==> src/sv/ple_pkg.sv <==
`timescale 1ns / 1ps
`default_nettype none
package ple_pkg;

	// item codes
	localparam logic OP_LOAD = 1'b0;
	localparam logic OP_EVAL = 1'b1;

	localparam logic [1:0] KIND_LINEAR   = 2'd0;
	localparam logic [1:0] KIND_CONSTANT = 2'd1;
	localparam logic [1:0] KIND_TO_ZERO  = 2'd2;

	localparam logic [2:0] ST_INTERP    = 3'd0;
	localparam logic [2:0] ST_CLAMP_LO  = 3'd1;
	localparam logic [2:0] ST_CLAMP_HI  = 3'd2;
	localparam logic [2:0] ST_LOADED    = 3'd3;
	localparam logic [2:0] ST_UNSORTED  = 3'd4;

	localparam int TIME_W = 48;
	localparam int Y_W    = 32;

	// front to back queue entry
	typedef struct packed {
		logic                     opcode;
		logic [3:0]               point_index;
		logic signed [TIME_W-1:0] time_value;
		logic [1:0]               segment_kind;
		logic signed [Y_W-1:0]    param_value;
	} item_t;

	// back end sequencer
	typedef enum logic [3:0] {
		B_IDLE,
		B_LOAD_RD,
		B_LOAD_WR,
		B_RD_FIRST,
		B_RD_LAST,
		B_CLAMP,
		B_SEARCH,
		B_SEG_RD,
		B_SEG_CHK,
		B_MUL,
		B_DIV,
		B_FIN,
		B_OUT
	} back_state_t;

endpackage
`default_nettype wire

==> src/sv/ple_front.sv <==
`timescale 1ns / 1ps
`default_nettype none
module ple_front #(
	parameter int DEPTH = 2
) (
	input  wire                clk,
	input  wire                arst_n,
	input  wire                in_valid,
	output logic               in_ready,
	input  ple_pkg::item_t     in_item,
	output logic               q_valid,
	input  wire                q_ready,
	output ple_pkg::item_t     q_item
);
	import ple_pkg::*;

	localparam int AW = (DEPTH > 1) ? $clog2(DEPTH) : 1;

	item_t           fifo_q [DEPTH];
	logic [AW-1:0]   wr_ptr_q, rd_ptr_q;
	logic [AW:0]     cnt_q;
	logic            push, pop;

	assign in_ready = (cnt_q != (AW+1)'(DEPTH));
	assign q_valid  = (cnt_q != '0);
	assign q_item   = fifo_q[rd_ptr_q];
	assign push     = in_valid && in_ready;
	assign pop      = q_valid && q_ready;

	// queue storage
	always_ff @(posedge clk) begin
		if (push) fifo_q[wr_ptr_q] <= in_item;
	end

	// pointers and fill count
	always_ff @(posedge clk or negedge arst_n) begin
		if (!arst_n) begin
			wr_ptr_q <= '0;
			rd_ptr_q <= '0;
			cnt_q    <= '0;
		end else begin
			if (push) wr_ptr_q <= (wr_ptr_q == AW'(DEPTH-1)) ? '0 : wr_ptr_q + 1'b1;
			if (pop)  rd_ptr_q <= (rd_ptr_q == AW'(DEPTH-1)) ? '0 : rd_ptr_q + 1'b1;
			cnt_q <= cnt_q + (AW+1)'(push) - (AW+1)'(pop);
		end
	end
endmodule
`default_nettype wire

==> src/sv/ple_div.sv <==
`timescale 1ns / 1ps
`default_nettype none
// restoring divider, one quotient bit per cycle, 81-bit dividend.
// quotient saturates at 2^41 which exceeds every later clamp.
module ple_div (
	input  wire         clk,
	input  wire         arst_n,
	input  wire         start,
	input  wire  [80:0] dividend,
	input  wire  [47:0] divisor,
	output logic        done,
	output logic [41:0] quotient
);
	logic [80:0] num_q;
	logic [48:0] rem_q;
	logic [41:0] quo_q;
	logic        big_q;
	logic [6:0]  cnt_q;
	logic        busy_q;
	logic [48:0] trial, rem_sh;

	assign rem_sh   = {rem_q[47:0], num_q[80]};
	assign trial    = rem_sh - {1'b0, divisor};
	assign quotient = (big_q || quo_q[41]) ? {1'b1, 41'd0} : quo_q;

	always_ff @(posedge clk or negedge arst_n) begin
		if (!arst_n) begin
			busy_q <= 1'b0;
			done   <= 1'b0;
			cnt_q  <= '0;
		end else begin
			done <= 1'b0;
			if (start) begin
				busy_q <= 1'b1;
				cnt_q  <= 7'd81;
			end else if (busy_q) begin
				cnt_q <= cnt_q - 7'd1;
				if (cnt_q == 7'd1) begin
					busy_q <= 1'b0;
					done   <= 1'b1;
				end
			end
		end
	end

	// shift-subtract step
	always_ff @(posedge clk) begin
		if (start) begin
			num_q <= dividend;
			rem_q <= '0;
			quo_q <= '0;
			big_q <= 1'b0;
		end else if (busy_q) begin
			num_q <= {num_q[79:0], 1'b0};
			if (quo_q[41]) big_q <= 1'b1;
			if (!trial[48]) begin
				rem_q <= trial;
				quo_q <= {quo_q[40:0], 1'b1};
			end else begin
				rem_q <= rem_sh;
				quo_q <= {quo_q[40:0], 1'b0};
			end
		end
	end
endmodule
`default_nettype wire

==> src/sv/ple_back.sv <==
`timescale 1ns / 1ps
`default_nettype none
module ple_back #(
	parameter int MAX_POINTS = 16
) (
	input  wire                      clk,
	input  wire                      arst_n,
	input  wire  [4:0]               point_count,
	input  wire                      q_valid,
	output logic                     q_ready,
	input  ple_pkg::item_t           q_item,
	output logic                     out_valid,
	input  wire                      out_ready,
	output logic signed [31:0]       result_value,
	output logic [2:0]               status
);
	import ple_pkg::*;

	localparam int IW = $clog2(MAX_POINTS);
	localparam int NW = IW + 1;

	// table memories: one write port, one registered read port
	logic signed [TIME_W-1:0] time_mem [MAX_POINTS];
	logic signed [Y_W-1:0]    y_mem    [MAX_POINTS];
	logic [1:0]               kind_mem [MAX_POINTS];
	logic [IW-1:0]            rd_addr, wr_addr;
	logic                     wr_en;
	logic signed [TIME_W-1:0] rd_time_q, wr_time;
	logic signed [Y_W-1:0]    rd_y_q, wr_y;
	logic [1:0]               rd_kind_q;

	back_state_t state_q, state_d;
	item_t       q_item_s;
	logic [IW-1:0] idx_q;
	logic [NW-1:0] n_eff;
	logic signed [TIME_W-1:0] t_prev_q;
	logic signed [Y_W-1:0]    y_prev_q;
	logic signed [Y_W-1:0]    res_q;
	logic [2:0]               st_q;
	logic                     neg_q;
	logic [TIME_W-1:0]        den_q;
	logic [32:0]              ady_q;
	logic [80:0]              mcand_q;
	logic [80:0]              prod_q;
	logic [5:0]               mul_cnt_q;
	logic                     div_start, div_done;
	logic [41:0]              quo;
	logic                     take;
	logic                     idx_ok;
	logic                     x_lo, x_hi;
	logic                     state_hold_q, flat_q;
	logic signed [Y_W:0]      dy;
	logic signed [TIME_W:0]   dnum, dden;
	logic signed [42:0]       sum;

	always_ff @(posedge clk) begin
		if (wr_en) begin
			time_mem[wr_addr] <= wr_time;
			y_mem[wr_addr]    <= wr_y;
			kind_mem[wr_addr] <= q_item_s.segment_kind;
		end
		rd_time_q <= time_mem[rd_addr];
		rd_y_q    <= y_mem[rd_addr];
		rd_kind_q <= kind_mem[rd_addr];
	end

	assign take = (state_q == B_IDLE) && q_valid;
	assign q_ready = (state_q == B_IDLE);
	assign idx_ok = (int'(q_item_s.point_index) < MAX_POINTS);

	// clamp tests: t_prev holds first point, rd holds last
	assign x_lo = (q_item_s.time_value <= t_prev_q);
	assign x_hi = (q_item_s.time_value >= rd_time_q);

	// effective point count
	always_comb begin
		if (point_count < 5'd2) n_eff = NW'(2);
		else if (int'(point_count) > MAX_POINTS) n_eff = NW'(MAX_POINTS);
		else n_eff = NW'(point_count);
	end

	ple_div u_div (
		.clk(clk), .arst_n(arst_n), .start(div_start),
		.dividend(prod_q), .divisor(den_q),
		.done(div_done), .quotient(quo)
	);

	// next state
	always_comb begin
		state_d = state_q;
		case (state_q)
			B_IDLE:     if (q_valid) state_d = (q_item.opcode == OP_LOAD) ? B_LOAD_RD : B_RD_FIRST;
			B_LOAD_RD:  state_d = B_LOAD_WR;
			B_LOAD_WR:  state_d = B_OUT;
			B_RD_FIRST: state_d = B_RD_LAST;
			B_RD_LAST:  state_d = B_CLAMP;
			B_CLAMP:    state_d = (x_lo || x_hi) ? B_OUT : B_SEARCH;
			B_SEARCH:   state_d = B_SEG_RD;
			B_SEG_RD:   state_d = B_SEG_CHK;
			B_SEG_CHK:  state_d = state_hold_q ? B_MUL : B_SEARCH;
			B_MUL:      if (mul_cnt_q == 6'd0) state_d = B_DIV;
			B_DIV:      if (div_done) state_d = B_FIN;
			B_FIN:      state_d = B_OUT;
			B_OUT:      if (out_ready) state_d = B_IDLE;
			default:    state_d = B_IDLE;
		endcase
	end

	// read address and write strobe
	always_comb begin
		rd_addr = '0;
		wr_en   = 1'b0;
		wr_addr = IW'(q_item_s.point_index);
		wr_time = q_item_s.time_value;
		wr_y    = q_item_s.param_value;
		div_start = (state_q == B_MUL) && (mul_cnt_q == 6'd0);
		case (state_q)
			B_LOAD_RD:  rd_addr = IW'(q_item_s.point_index - 4'd1);
			B_LOAD_WR: begin
				wr_en = idx_ok;
				if (q_item_s.point_index != 4'd0 && q_item_s.segment_kind == KIND_CONSTANT)
					wr_y = rd_y_q;
				else if (q_item_s.point_index != 4'd0 && q_item_s.segment_kind == KIND_TO_ZERO)
					wr_y = '0;
			end
			B_RD_FIRST: rd_addr = '0;
			B_RD_LAST:  rd_addr = IW'(n_eff - 1'b1);
			B_SEARCH, B_SEG_RD: rd_addr = idx_q;
			B_CLAMP:    rd_addr = '0;
			default:    rd_addr = idx_q;
		endcase
	end

	assign dy   = {rd_y_q[Y_W-1], rd_y_q} - {y_prev_q[Y_W-1], y_prev_q};
	assign dnum = {q_item_s.time_value[TIME_W-1], q_item_s.time_value}
	              - {t_prev_q[TIME_W-1], t_prev_q};
	assign dden = {rd_time_q[TIME_W-1], rd_time_q} - {t_prev_q[TIME_W-1], t_prev_q};
	assign sum  = {{11{y_prev_q[Y_W-1]}}, y_prev_q}
	              + (neg_q ? -$signed({1'b0, quo}) : $signed({1'b0, quo}));

	// datapath registers
	always_ff @(posedge clk) begin
		case (state_q)
			B_IDLE: if (take) begin
				q_item_s <= q_item;
				idx_q    <= IW'(1);
			end
			B_LOAD_WR: begin
				res_q <= idx_ok ? wr_y : '0;
				st_q  <= (idx_ok && q_item_s.point_index != 4'd0
				          && q_item_s.time_value <= rd_time_q) ? ST_UNSORTED : ST_LOADED;
			end
			B_RD_FIRST: ;
			B_RD_LAST: begin
				// rd holds first point
				t_prev_q <= rd_time_q;
				y_prev_q <= rd_y_q;
			end
			B_CLAMP: begin
				if (x_lo) begin
					res_q <= y_prev_q; st_q <= ST_CLAMP_LO;
				end else if (x_hi) begin
					res_q <= rd_y_q; st_q <= ST_CLAMP_HI;
				end else st_q <= ST_INTERP;
			end
			B_SEARCH: ;
			B_SEG_RD: begin
				// rd holds point idx; stop at first time >= x or at the last point
				if (rd_time_q >= q_item_s.time_value || idx_q == IW'(n_eff - 1'b1)) begin
					state_hold_q <= 1'b1;
				end else begin
					t_prev_q <= rd_time_q;
					y_prev_q <= rd_y_q;
					idx_q    <= idx_q + 1'b1;
					state_hold_q <= 1'b0;
				end
			end
			B_SEG_CHK: begin
				neg_q     <= dy[Y_W] ^ dnum[TIME_W];
				ady_q     <= dy[Y_W] ? 33'(-dy) : 33'(dy);
				mcand_q   <= {32'd0, (dnum[TIME_W] ? 49'(-dnum) : 49'(dnum))};
				prod_q    <= '0;
				mul_cnt_q <= 6'd33;
				den_q     <= dden[TIME_W-1:0];
				flat_q    <= (rd_kind_q == KIND_CONSTANT) || dden[TIME_W] || (dden == '0);
			end
			// shift-add multiply, one multiplier bit per cycle
			B_MUL: if (mul_cnt_q != 6'd0) begin
				if (ady_q[0]) prod_q <= prod_q + mcand_q;
				mcand_q   <= {mcand_q[79:0], 1'b0};
				ady_q     <= {1'b0, ady_q[32:1]};
				mul_cnt_q <= mul_cnt_q - 6'd1;
			end
			B_FIN: begin
				if (flat_q) res_q <= y_prev_q;
				else if (sum > 43'sd2147483647) res_q <= 32'sh7fffffff;
				else if (sum < -43'sd2147483648) res_q <= 32'sh80000000;
				else res_q <= sum[31:0];
			end
			default: ;
		endcase
	end

	// state register
	always_ff @(posedge clk or negedge arst_n) begin
		if (!arst_n) state_q <= B_IDLE;
		else state_q <= state_d;
	end

	// outputs
	always_comb begin
		out_valid    = (state_q == B_OUT);
		result_value = res_q;
		status       = st_q;
	end
endmodule
`default_nettype wire

==> src/sv/piecewise_linear_evaluator.sv <==
`timescale 1ns / 1ps
`default_nettype none
// channel   dir  handshake                word
// s_axis    in   s_axis_tvalid/tready     tdata: index, time, kind, param; tuser opcode
// m_axis    out  m_axis_tvalid/tready     tdata: result_value[31:0], status[34:32]
// cfg       in   cfg_valid/cfg_ready      point_count[4:0]
// A load reads the previous point, then writes. A clamped evaluate reads
// the first and last points; an interpolated one then searches point by
// point and runs a 33-step shift-add multiply and the 81-step serial divider.
// The sequencer returns to idle after each result; a two-entry queue
// decouples input from it. Output holds while m_axis_tready is low.
// arst_n clears control state; table contents are undefined until loaded.
module piecewise_linear_evaluator #(
	parameter int MAX_POINTS = 16
) (
	input  wire         clk,
	input  wire         arst_n,
	input  wire         s_axis_tvalid,
	output logic        s_axis_tready,
	input  wire  [87:0] s_axis_tdata,  // point_index, time_value, segment_kind, param_value
	input  wire         s_axis_tuser,  // opcode
	output logic        m_axis_tvalid,
	input  wire         m_axis_tready,
	output logic [39:0] m_axis_tdata,  // result_value, status
	input  wire         cfg_valid,
	output logic        cfg_ready,
	input  wire  [4:0]  cfg_data       // point_count
);
	import ple_pkg::*;

	logic [4:0] point_count_q;
	item_t in_item, q_item;
	logic q_valid, q_ready;
	logic signed [31:0] result_value;
	logic [2:0] status;

	assign cfg_ready = 1'b1;
	always_ff @(posedge clk or negedge arst_n) begin
		if (!arst_n) point_count_q <= 5'd2;
		else if (cfg_valid) point_count_q <= cfg_data;
	end

	assign in_item.opcode       = s_axis_tuser;
	assign in_item.point_index  = s_axis_tdata[3:0];
	assign in_item.time_value   = s_axis_tdata[51:4];
	assign in_item.segment_kind = s_axis_tdata[53:52];
	assign in_item.param_value  = s_axis_tdata[85:54];

	ple_front u_front (
		.clk(clk), .arst_n(arst_n),
		.in_valid(s_axis_tvalid), .in_ready(s_axis_tready), .in_item(in_item),
		.q_valid(q_valid), .q_ready(q_ready), .q_item(q_item)
	);

	ple_back #(.MAX_POINTS(MAX_POINTS)) u_back (
		.clk(clk), .arst_n(arst_n), .point_count(point_count_q),
		.q_valid(q_valid), .q_ready(q_ready), .q_item(q_item),
		.out_valid(m_axis_tvalid), .out_ready(m_axis_tready),
		.result_value(result_value), .status(status)
	);

	assign m_axis_tdata = {5'd0, status, result_value};
endmodule
`default_nettype wire

==> config.mk <==
export PLATFORM = sky130hd
export DESIGN_NAME = piecewise_linear_evaluator
export DESIGN_NICKNAME = d
export VERILOG_FILES = /design/src/sv/ple_pkg.sv /design/src/sv/ple_front.sv /design/src/sv/ple_div.sv /design/src/sv/ple_back.sv /design/src/sv/piecewise_linear_evaluator.sv
export SDC_FILE = /design/constraint.sdc
export NUM_CORES = 2
export LEC_CHECK = 0
export ABC_CLOCK_PERIOD_IN_PS = 14600
export BUFFER_PORTS_ARGS = -buffer_cell sky130_fd_sc_hd__buf_2
export CORE_MARGIN = 4
export CORE_UTILIZATION = 64
export DETAILED_ROUTE_END_ITERATION = 16
export PLACE_DENSITY = 0.9
export SYNTH_ARGS = -nofsm -noshare
export SYNTH_HDL_FRONTEND = slang
export SYNTH_HIERARCHICAL = 1
export SYNTH_SLANG_ARGS = --single-unit
==> constraint.sdc <==
create_clock -name clk -period 14.6 [get_ports clk]
set_input_delay 0.73 -clock clk [delete_from_list [all_inputs] [get_ports clk]]
set_output_delay 0.73 -clock clk [all_outputs]
set_load 0.005 [all_outputs]
After elaboration in Yosys (flattened, before gate mapping)
Memories as Yosys holds them, arrays and structs flattened. A register that Yosys moved wholly into a read port is not among the register bits.
Index checks and enable logic that the tools add are counted.
W data, S select, Z words.
{"block": "word_totals", "input_bits": 99, "ramBits": 1486, "mem_count": 4, "wordCells": 184, "reg_bits": 651, "out_inout_bits": 43}
{"block": "op_classes", "n_eq_ne": 27, "reduce_logical": 33, "muxes": 64, "n_lt_le_gt_ge": 8, "bitwise_logic": 1, "n_addsub": 18}
{"name": "u_back.time_mem", "words": 16, "word_bits": 48, "rd": 1, "rd_clocked_by_memory_dff": 1, "write_ports": 1, "line": "ple_back.sv:23", "text": "logic signed [TIME_W-1:0] time_mem [MAX_POINTS];"}
{"name": "u_back.y_mem", "words": 16, "word_bits": 32, "rd": 1, "rd_clocked_by_memory_dff": 1, "write_ports": 1, "line": "ple_back.sv:24", "text": "logic signed [Y_W-1:0] y_mem [MAX_POINTS];"}
{"name": "u_front.fifo_q", "words": 2, "word_bits": 87, "rd": 1, "rd_clocked_by_memory_dff": 0, "write_ports": 1, "line": "ple_front.sv:19", "text": "item_t fifo_q [DEPTH];"}
{"name": "u_back.kind_mem", "words": 16, "word_bits": 2, "rd": 1, "rd_clocked_by_memory_dff": 1, "write_ports": 1, "line": "ple_back.sv:25", "text": "logic [1:0] kind_mem [MAX_POINTS];"}
{"cell": "$mux W81", "n": 5}
{"cell": "$pmux W81 S2", "n": 2}
{"cell": "$mux W32", "n": 9}
{"cell": "$sub A48 B48 Y49", "n": 2}
{"cell": "$ge A48 B48 Y1", "n": 2}
{"cell": "$le A48 B48 Y1", "n": 2}
{"cell": "$mux W48", "n": 2}
{"cell": "$pmux W32 S3", "n": 1}
{"cell": "$pmux W48 S2", "n": 1}
{"cell": "$add A81 B81 Y81", "n": 1}
{"cell": "$mux W33", "n": 2}
{"cell": "$pmux W33 S2", "n": 1}
{"cell": "$pmux W32 S2", "n": 1}
{"cell": "$logic_not A49 Y1", "n": 1}
{"cell": "$mux W49", "n": 1}
{"cell": "$neg A49 Y49", "n": 1}
{"cell": "$sub A49 B48 Y49", "n": 1}
{"cell": "$pmux W4 S12", "n": 1}
{"cell": "$add A43 B43 Y43", "n": 1}
{"cell": "$gt A43 B32 Y1 const B", "n": 1}
{"cell": "$lt A43 B32 Y1 const B", "n": 1}
{"cell": "$mux W43", "n": 1}
{"cell": "$neg A42 Y43", "n": 1}
{"cell": "$mux W42", "n": 1}
{"cell": "other kinds (46)", "n": 109}

Longest topological paths before layout
{"block": "depth", "word_depth": 10, "mapped_depth": 28, "mapped_depth_nobuf": 23}

Modules after synthesis
The synthesis kept the hierarchy.
{"module": "ple_back", "area_per_inst_um2": 91674.2, "cells_each": 7905, "instances": 1}
{"module": "ple_div", "area_per_inst_um2": 10687.8, "cells_each": 1086, "instances": 1}
{"module": "ple_front", "area_per_inst_um2": 6573.8, "cells_each": 293, "instances": 1}
{"module": "piecewise_linear_evaluator", "area_per_inst_um2": 235.2, "cells_each": 18, "instances": 1}

Worst setup path after synthesis
OpenSTA, ideal clock, no wires.
{"block": "synth_timing", "path_kind": "register -> register", "from": "register u_back.state_q[2]", "to": "register u_back.prod_q[0], enable pin", "stages_incl_launch_ff": 8, "setup_slack_ns": 2.477, "t_arrival_ns": 11.677, "path_buffers": 2, "setup_ns": 0.446, "period_less_slack_ns": 12.123, "path_cell_list": "dfrtp_1 clkbuf_1 nor2b_1 clkbuf_1 nand2_1 nor4_1 nor3_1 o21a_1"}
{"block": "synth_between", "elab_chain_len": 3, "word_cells_on_any_way": 6}
{"item": "start: declaration", "line": "ple_back.sv:32", "text": "back_state_t state_q, state_d;"}
{"item": "start signal: assignment", "line": "ple_back.sv:207", "text": "else state_q <= state_d;"}
{"item": "$eq A4 B4 Y1", "line": "ple_back.sv:143", "text": "case (state_q)"}
{"item": "$ne A2 B1 Y1 (no line) (tied with other cells)"}
{"item": "$reduce_and A3 Y1 (no line) *"}
{"item": "end signal: assignment", "line": "ple_back.sv:189", "text": "if (ady_q[0]) prod_q <= prod_q + mcand_q;"}
{"item": "end: declaration", "line": "ple_back.sv:44", "text": "logic [80:0] prod_q;"}
Mark *: on every way between the ends. The rest lies on a longest branch, timed or not.
A chain may end at the register's enable or synchronous reset.

Final worst setup path
{"block": "layout_timing", "from": "register u_back.u_div.quo_q[41]", "to": "register u_back.res_q[14], in the netlist u_back/result_value[14], data pin"}
{"block": "layout_between", "elab_chain_len": 10, "word_cells_on_any_way": 11}
{"item": "start: declaration", "line": "ple_div.sv:16", "text": "logic [41:0] quo_q;"}
{"item": "start signal: assignment", "line": "ple_div.sv:58", "text": "quo_q <= {quo_q[40:0], 1'b1};"}
{"item": "start signal: assignment", "line": "ple_div.sv:61", "text": "quo_q <= {quo_q[40:0], 1'b0};"}
{"item": "$logic_or A1 B1 Y1 *", "line": "ple_div.sv:24", "text": "assign quotient = (big_q || quo_q[41]) ? {1'b1, 41'd0} : quo_q;"}
{"item": "$mux W42 *", "line": "ple_div.sv:24"}
{"item": "named net u_back.quo[6]", "line": "ple_back.sv:47", "text": "logic [41:0] quo;"}
{"item": "$neg A42 Y43", "line": "ple_back.sv:139", "text": "+ (neg_q ? -$signed({1'b0, quo}) : $signed({1'b0, quo}));"}
{"item": "$mux W43 *", "line": "ple_back.sv:139"}
{"item": "$add A43 B43 Y43 *", "line": "ple_back.sv:139"}
{"item": "$lt A43 B32 Y1", "line": "ple_back.sv:197", "text": "else if (sum < -43'sd2147483648) res_q <= 32'sh80000000;"}
{"item": "$mux W32", "line": "ple_back.sv:197"}
{"item": "$mux W32 *", "line": "ple_back.sv:196", "text": "else if (sum > 43'sd2147483647) res_q <= 32'sh7fffffff;"}
{"item": "$mux W32 *", "line": "ple_back.sv:195", "text": "if (flat_q) res_q <= y_prev_q;"}
{"item": "$pmux W32 S3 *", "line": "ple_back.sv:143"}
{"item": "end signal: assignment", "line": "ple_back.sv:149", "text": "res_q <= idx_ok ? wr_y : '0;"}
{"item": "end signal: assignment", "line": "ple_back.sv:195"}
{"item": "end signal: assignment", "line": "ple_back.sv:198", "text": "else res_q <= sum[31:0];"}
{"item": "end: declaration", "line": "ple_back.sv:38", "text": "logic signed [Y_W-1:0] res_q;"}
Mark *: on every way through the listed nets, which the timed path passes. The rest lies on a longest branch.

==> parameters.txt <==
Parameter                              Value

Status
  Result of the run ... finished, final reports clean

GRT
  Aggregate global routing overflow ... 0
  Vias in the first global route ... slightly below 80k
  Overall fraction of global-route tracks in use ... between 30 and 40%
  Initial antenna violation count ... 18
  Largest net degree at the start of global routing ... about 270
  Wire length of the first global-routing pass ... around 480000 microns

Clock network
  Clock Root Buffer ... sky130_fd_sc_hd__clkbuf_16
  Clock Latency Late Sink ... roughly 890 ps
  TritonCTS Buffers ... roughly 210
  Largest buffer count on any clock path ... 3
  Total number of clock tree sinks ... 2219
  Number of levels the H-tree was split into ... 4
  Post-CTS setup buffers ... 0
  CTS tree ... done
  Resize count post-CTS ... 0
  CTS clock-pin slew for the worst setup and hold paths ... approximately 60 ps

Die
  Ports ... 142
  Site row count ... approximately 150
  Total core area ... roughly 170000 sq um
  DIE AREA ... 177200 sq um
  Width of the chip ... 421.0 microns
  Vertical extent of the die ... about 420 microns
  Initial Util ... roughly 64%

Finish
  Fraction of layout cells with a size suffix above 1 ... 9.232%
  Non-filler instance count after layout ... 11.64k
  Synth-to-layout area growth ... 9.330%
  Post-layout net count ... between 9k and 10k

Placement
  Post-DP HPWL ... about 190000 microns
  Gpl congestion ... 0.9752
  Number of I/O port buffers ... about 130
  Placed cell count ... about 11k

Timing
  Final max-slew violation count ... 0
  Maximum clock skew at final layout ... around 74 ps
  Minimum clock period ... approximately 7700 ps
  Slew headroom ... between 15 and 20%
  Number of failing hold endpoints at the final stage ... 0
  Number of endpoints failing setup at the final stage ... 0
  Fin Setup TNS ... 0 ps
  Worst hold slack across all endpoints ... about 34 ps
  Maximum clock rate ... 130.3 MHz
  Setup repair after global routing missed its margin ... false
  Final cycle utilization of the critical path ... a little over half
  Actual transition at the worst max-transition pin ... around 1200 ps

Synthesis
  Number of distinct library cells after synthesis ... 100
  Post-synth EDFFs ... between 2k and 2.5k
  Dominant cell type by area after synthesis ... sky130_fd_sc_hd__edfxtp_1
  Synth Warn # ... 6
  Post-synthesis sequential element count ... approximately 2.2k
  Post-synthesis area per instance ... 11.74 sq um
  Top-area cell type share of the netlist area ... a little under three fifths
  Ranking of synthesized cells by area ... sky130_fd_sc_hd__edfxtp_1, sky130_fd_sc_hd__ha_1, sky130_fd_sc_hd__nand2_1
  Main flop type after synthesis ... sky130_fd_sc_hd__edfxtp_1
  Fraction of registers with async set or reset after synthesis ... less than 1%
  Part of the Yosys area used for sequential elements ... roughly three fifths
  Post-synthesis instance area ... approximately 110000 sq um
  Number of instances in the synthesized netlist ... a little over 9k

Route
  DRT Pass-1 Iters ... 9
  Routed wire length per instance ... 27.26 microns
  Overall via count from detail_route ... slightly above 80k
  DRC ... 0
  1st-iter DRT viols ... 13.56k
  Vias/cell ... 7.045
  Number of antenna-violating nets in the routed design ... 0
  DRT Wirelength ... 317400 microns

Worst setup path
  Cells on worst reg2reg path ... 22
  Path type of the worst setup path ... reg -> reg
  Required time worst endpoint ... 15300 ps
  Signal arrival time at the worst endpoint ... around 8400 ps
  Crit Path Max Fanout ... 27
  Type of destination of the critical path ... register
  Startpoint class of the critical path ... register

Hold path
  Number of cells on the worst hold path ... 1
  Kind of path behind the tightest hold check ... in -> reg

Run
  Max-cap viol count ... 0
layout by cell type, fill, tap and decap left out, types with 38 or more instances in the layout:
cell | Yosys | final
sky130_fd_sc_hd__a211oi_1 | 501 | 501
sky130_fd_sc_hd__a21o_1 | 182 | 182
sky130_fd_sc_hd__a21oi_1 | 595 | 593
sky130_fd_sc_hd__a311oi_1 | 210 | 209
sky130_fd_sc_hd__a31oi_1 | 249 | 248
sky130_fd_sc_hd__and2_1 | 402 | 401
sky130_fd_sc_hd__and3_1 | 85 | 84
sky130_fd_sc_hd__buf_2 | 15 | 133
sky130_fd_sc_hd__buf_4 | 11 | 105
sky130_fd_sc_hd__clkbuf_1 | 508 | 38
sky130_fd_sc_hd__clkbuf_16 | 0 | 215
sky130_fd_sc_hd__dfxtp_1 | 173 | 173
sky130_fd_sc_hd__edfxtp_1 | 2024 | 2024
sky130_fd_sc_hd__ha_1 | 366 | 366
sky130_fd_sc_hd__inv_1 | 296 | 295
sky130_fd_sc_hd__mux2_2 | 160 | 160
sky130_fd_sc_hd__mux2i_1 | 94 | 94
sky130_fd_sc_hd__nand2_1 | 1042 | 1041
sky130_fd_sc_hd__nand2b_1 | 53 | 53
sky130_fd_sc_hd__nand3_1 | 123 | 123
sky130_fd_sc_hd__nand4_1 | 81 | 81
sky130_fd_sc_hd__nor2_1 | 475 | 466
sky130_fd_sc_hd__nor2b_1 | 69 | 67
sky130_fd_sc_hd__nor3_1 | 143 | 133
sky130_fd_sc_hd__o211ai_1 | 99 | 99
sky130_fd_sc_hd__o21a_1 | 54 | 52
sky130_fd_sc_hd__o21ai_0 | 250 | 250
sky130_fd_sc_hd__o21bai_1 | 42 | 42
sky130_fd_sc_hd__o31ai_1 | 46 | 46
sky130_fd_sc_hd__or3_1 | 52 | 52
sky130_fd_sc_hd__xnor2_1 | 224 | 224
sky130_fd_sc_hd__xor2_1 | 118 | 118
synthesized netlist by cell type (31+ instances only):
| cell | number |
|---|---|
| sky130_fd_sc_hd__nor2_1 | 475 |
| sky130_fd_sc_hd__or4_1 | 31 |
| sky130_fd_sc_hd__nor3_1 | 143 |
| sky130_fd_sc_hd__or3_1 | 52 |
| sky130_fd_sc_hd__o21ai_0 | 250 |
| sky130_fd_sc_hd__a21o_1 | 182 |
| sky130_fd_sc_hd__xnor2_1 | 224 |
| sky130_fd_sc_hd__a21oi_1 | 595 |
| sky130_fd_sc_hd__a311oi_1 | 210 |
| sky130_fd_sc_hd__nand4_1 | 81 |
| sky130_fd_sc_hd__nor2b_1 | 69 |
| sky130_fd_sc_hd__and2_1 | 402 |
| sky130_fd_sc_hd__a22o_1 | 36 |
| sky130_fd_sc_hd__nand2_1 | 1042 |
| sky130_fd_sc_hd__o21a_1 | 54 |
| sky130_fd_sc_hd__xor2_1 | 118 |
| sky130_fd_sc_hd__o211ai_1 | 99 |
| sky130_fd_sc_hd__a211oi_1 | 501 |
| sky130_fd_sc_hd__nand3_1 | 123 |
| sky130_fd_sc_hd__dfxtp_1 | 173 |
| sky130_fd_sc_hd__mux2i_1 | 94 |
| sky130_fd_sc_hd__o31ai_1 | 46 |
| sky130_fd_sc_hd__inv_1 | 296 |
| sky130_fd_sc_hd__o21bai_1 | 42 |
| sky130_fd_sc_hd__nor4_1 | 40 |
| sky130_fd_sc_hd__edfxtp_1 | 2024 |
| sky130_fd_sc_hd__and3_1 | 85 |
| sky130_fd_sc_hd__nand2b_1 | 53 |
| sky130_fd_sc_hd__ha_1 | 366 |
| sky130_fd_sc_hd__a31oi_1 | 249 |
| sky130_fd_sc_hd__clkbuf_1 | 508 |
| sky130_fd_sc_hd__mux2_2 | 160 |
state kept, by name, summed over array words and instances (netlist names), 81 cells and up:
signal and count:
u_back/u_div/num_q 81, u_front/fifo_q 174, u_back/prod_q 81, u_back/time_mem 768, u_back/y_mem 512, u_back/mcand_q 81
cell type report:
class | count | area (sq um)
fill | 10270 | 50110
sequential | 2219 | 64800
antenna | 2 | 5.005
clock buffer | 279 | 5881
clock inverter | 123 | 1531
tap | 2218 | 2775
inverter | 296 | 1112
timing repair buffer | 279 | 1924
multi-input combinational | 6228 | 41330
path summary, 6_finish.rpt:
kind / slack (ps) / endpoint / start
worst max register to register: 6930 / u_back/result_value[14]$_DFFE_PP_ / u_back/u_div/quo_q[41]$_SDFFE_PP0P_
max in group asynchronous: 13450 / u_front/rd_ptr_q$_DFFE_PN0P_ / arst_n
worst min register to register: 500 / u_back/u_div/rem_q[13]$_SDFFE_PP0P_ / u_back/u_div/rem_q[13]$_SDFFE_PP0P_
min in group asynchronous: 510 / u_back/u_div/cnt_q[5]$_DFFE_PN0P_ / arst_n
worst min-delay path: 30 / u_front/fifo_q[1][70]$_DFFE_PP_ / s_axis_tdata[40]
worst max-delay path: 6930 / u_back/result_value[14]$_DFFE_PP_ / u_back/u_div/quo_q[41]$_SDFFE_PP0P_
worst max-delay path, stage by stage (launching register included):
cell,delay [ps]
sky130_fd_sc_hd__dfxtp_1,370
sky130_fd_sc_hd__nor2_2,100
sky130_fd_sc_hd__and2_1,210
sky130_fd_sc_hd__or4_4,570
sky130_fd_sc_hd__or4_1,450
sky130_fd_sc_hd__or3_1,360
sky130_fd_sc_hd__or3_1,410
sky130_fd_sc_hd__or2_2,360
sky130_fd_sc_hd__o41ai_1,320
sky130_fd_sc_hd__xnor2_1,240
sky130_fd_sc_hd__ha_1,350
sky130_fd_sc_hd__a21oi_1,240
sky130_fd_sc_hd__o21ai_0,110
sky130_fd_sc_hd__or3_1,420
sky130_fd_sc_hd__and2_1,190
sky130_fd_sc_hd__nor4_2,730
sky130_fd_sc_hd__a211oi_1,200
sky130_fd_sc_hd__o21a_1,300
sky130_fd_sc_hd__or4_1,730
sky130_fd_sc_hd__nor2_1,170
sky130_fd_sc_hd__buf_4,340
sky130_fd_sc_hd__o211ai_1,140
sky130_fd_sc_hd__o211ai_1,190
repair_timing:
| action | in CTS | in global routing |
|---|---|---|
| endpoints found under the hold margin | 86 | 0 |
| hold buffers | 35 | 0 |
| setup endpoints to repair | 0 | 0 |
logic make-up after synthesis:
group | synth area share (%)
compound gates | 15.78
xor+xnor | 2.744
fa+ha+maj | 4.305
buf+inv | 3.084
flops | 59.35
mux | 2.787
other cells | 0.006879
simple gates | 11.94
metrics by stage:
step	cell area [sq um]	setup WS (ps)	util, %
after detailed placement	111600	7071	65.85
after global routing	119400	6398	70.43
after global placement	111600	7087	65.85
after CTS	119400	7032	70.43
final	119400	6927	70.43
after floorplan	109200	2477	-
per-layer routing:
layer  GRT usage, %  part of all wire (%)  vias up
li1               -                     -    35110
met1          45.54                    35    39250
met2          55.08                    46     6477
met3          7.928                    13     1202
met4          16.27                   5.5        6
met5              0                 0.011        -
Power is not shown: default switching activity piles up to over one toggle a cycle in this logic, so the estimate is an artifact.
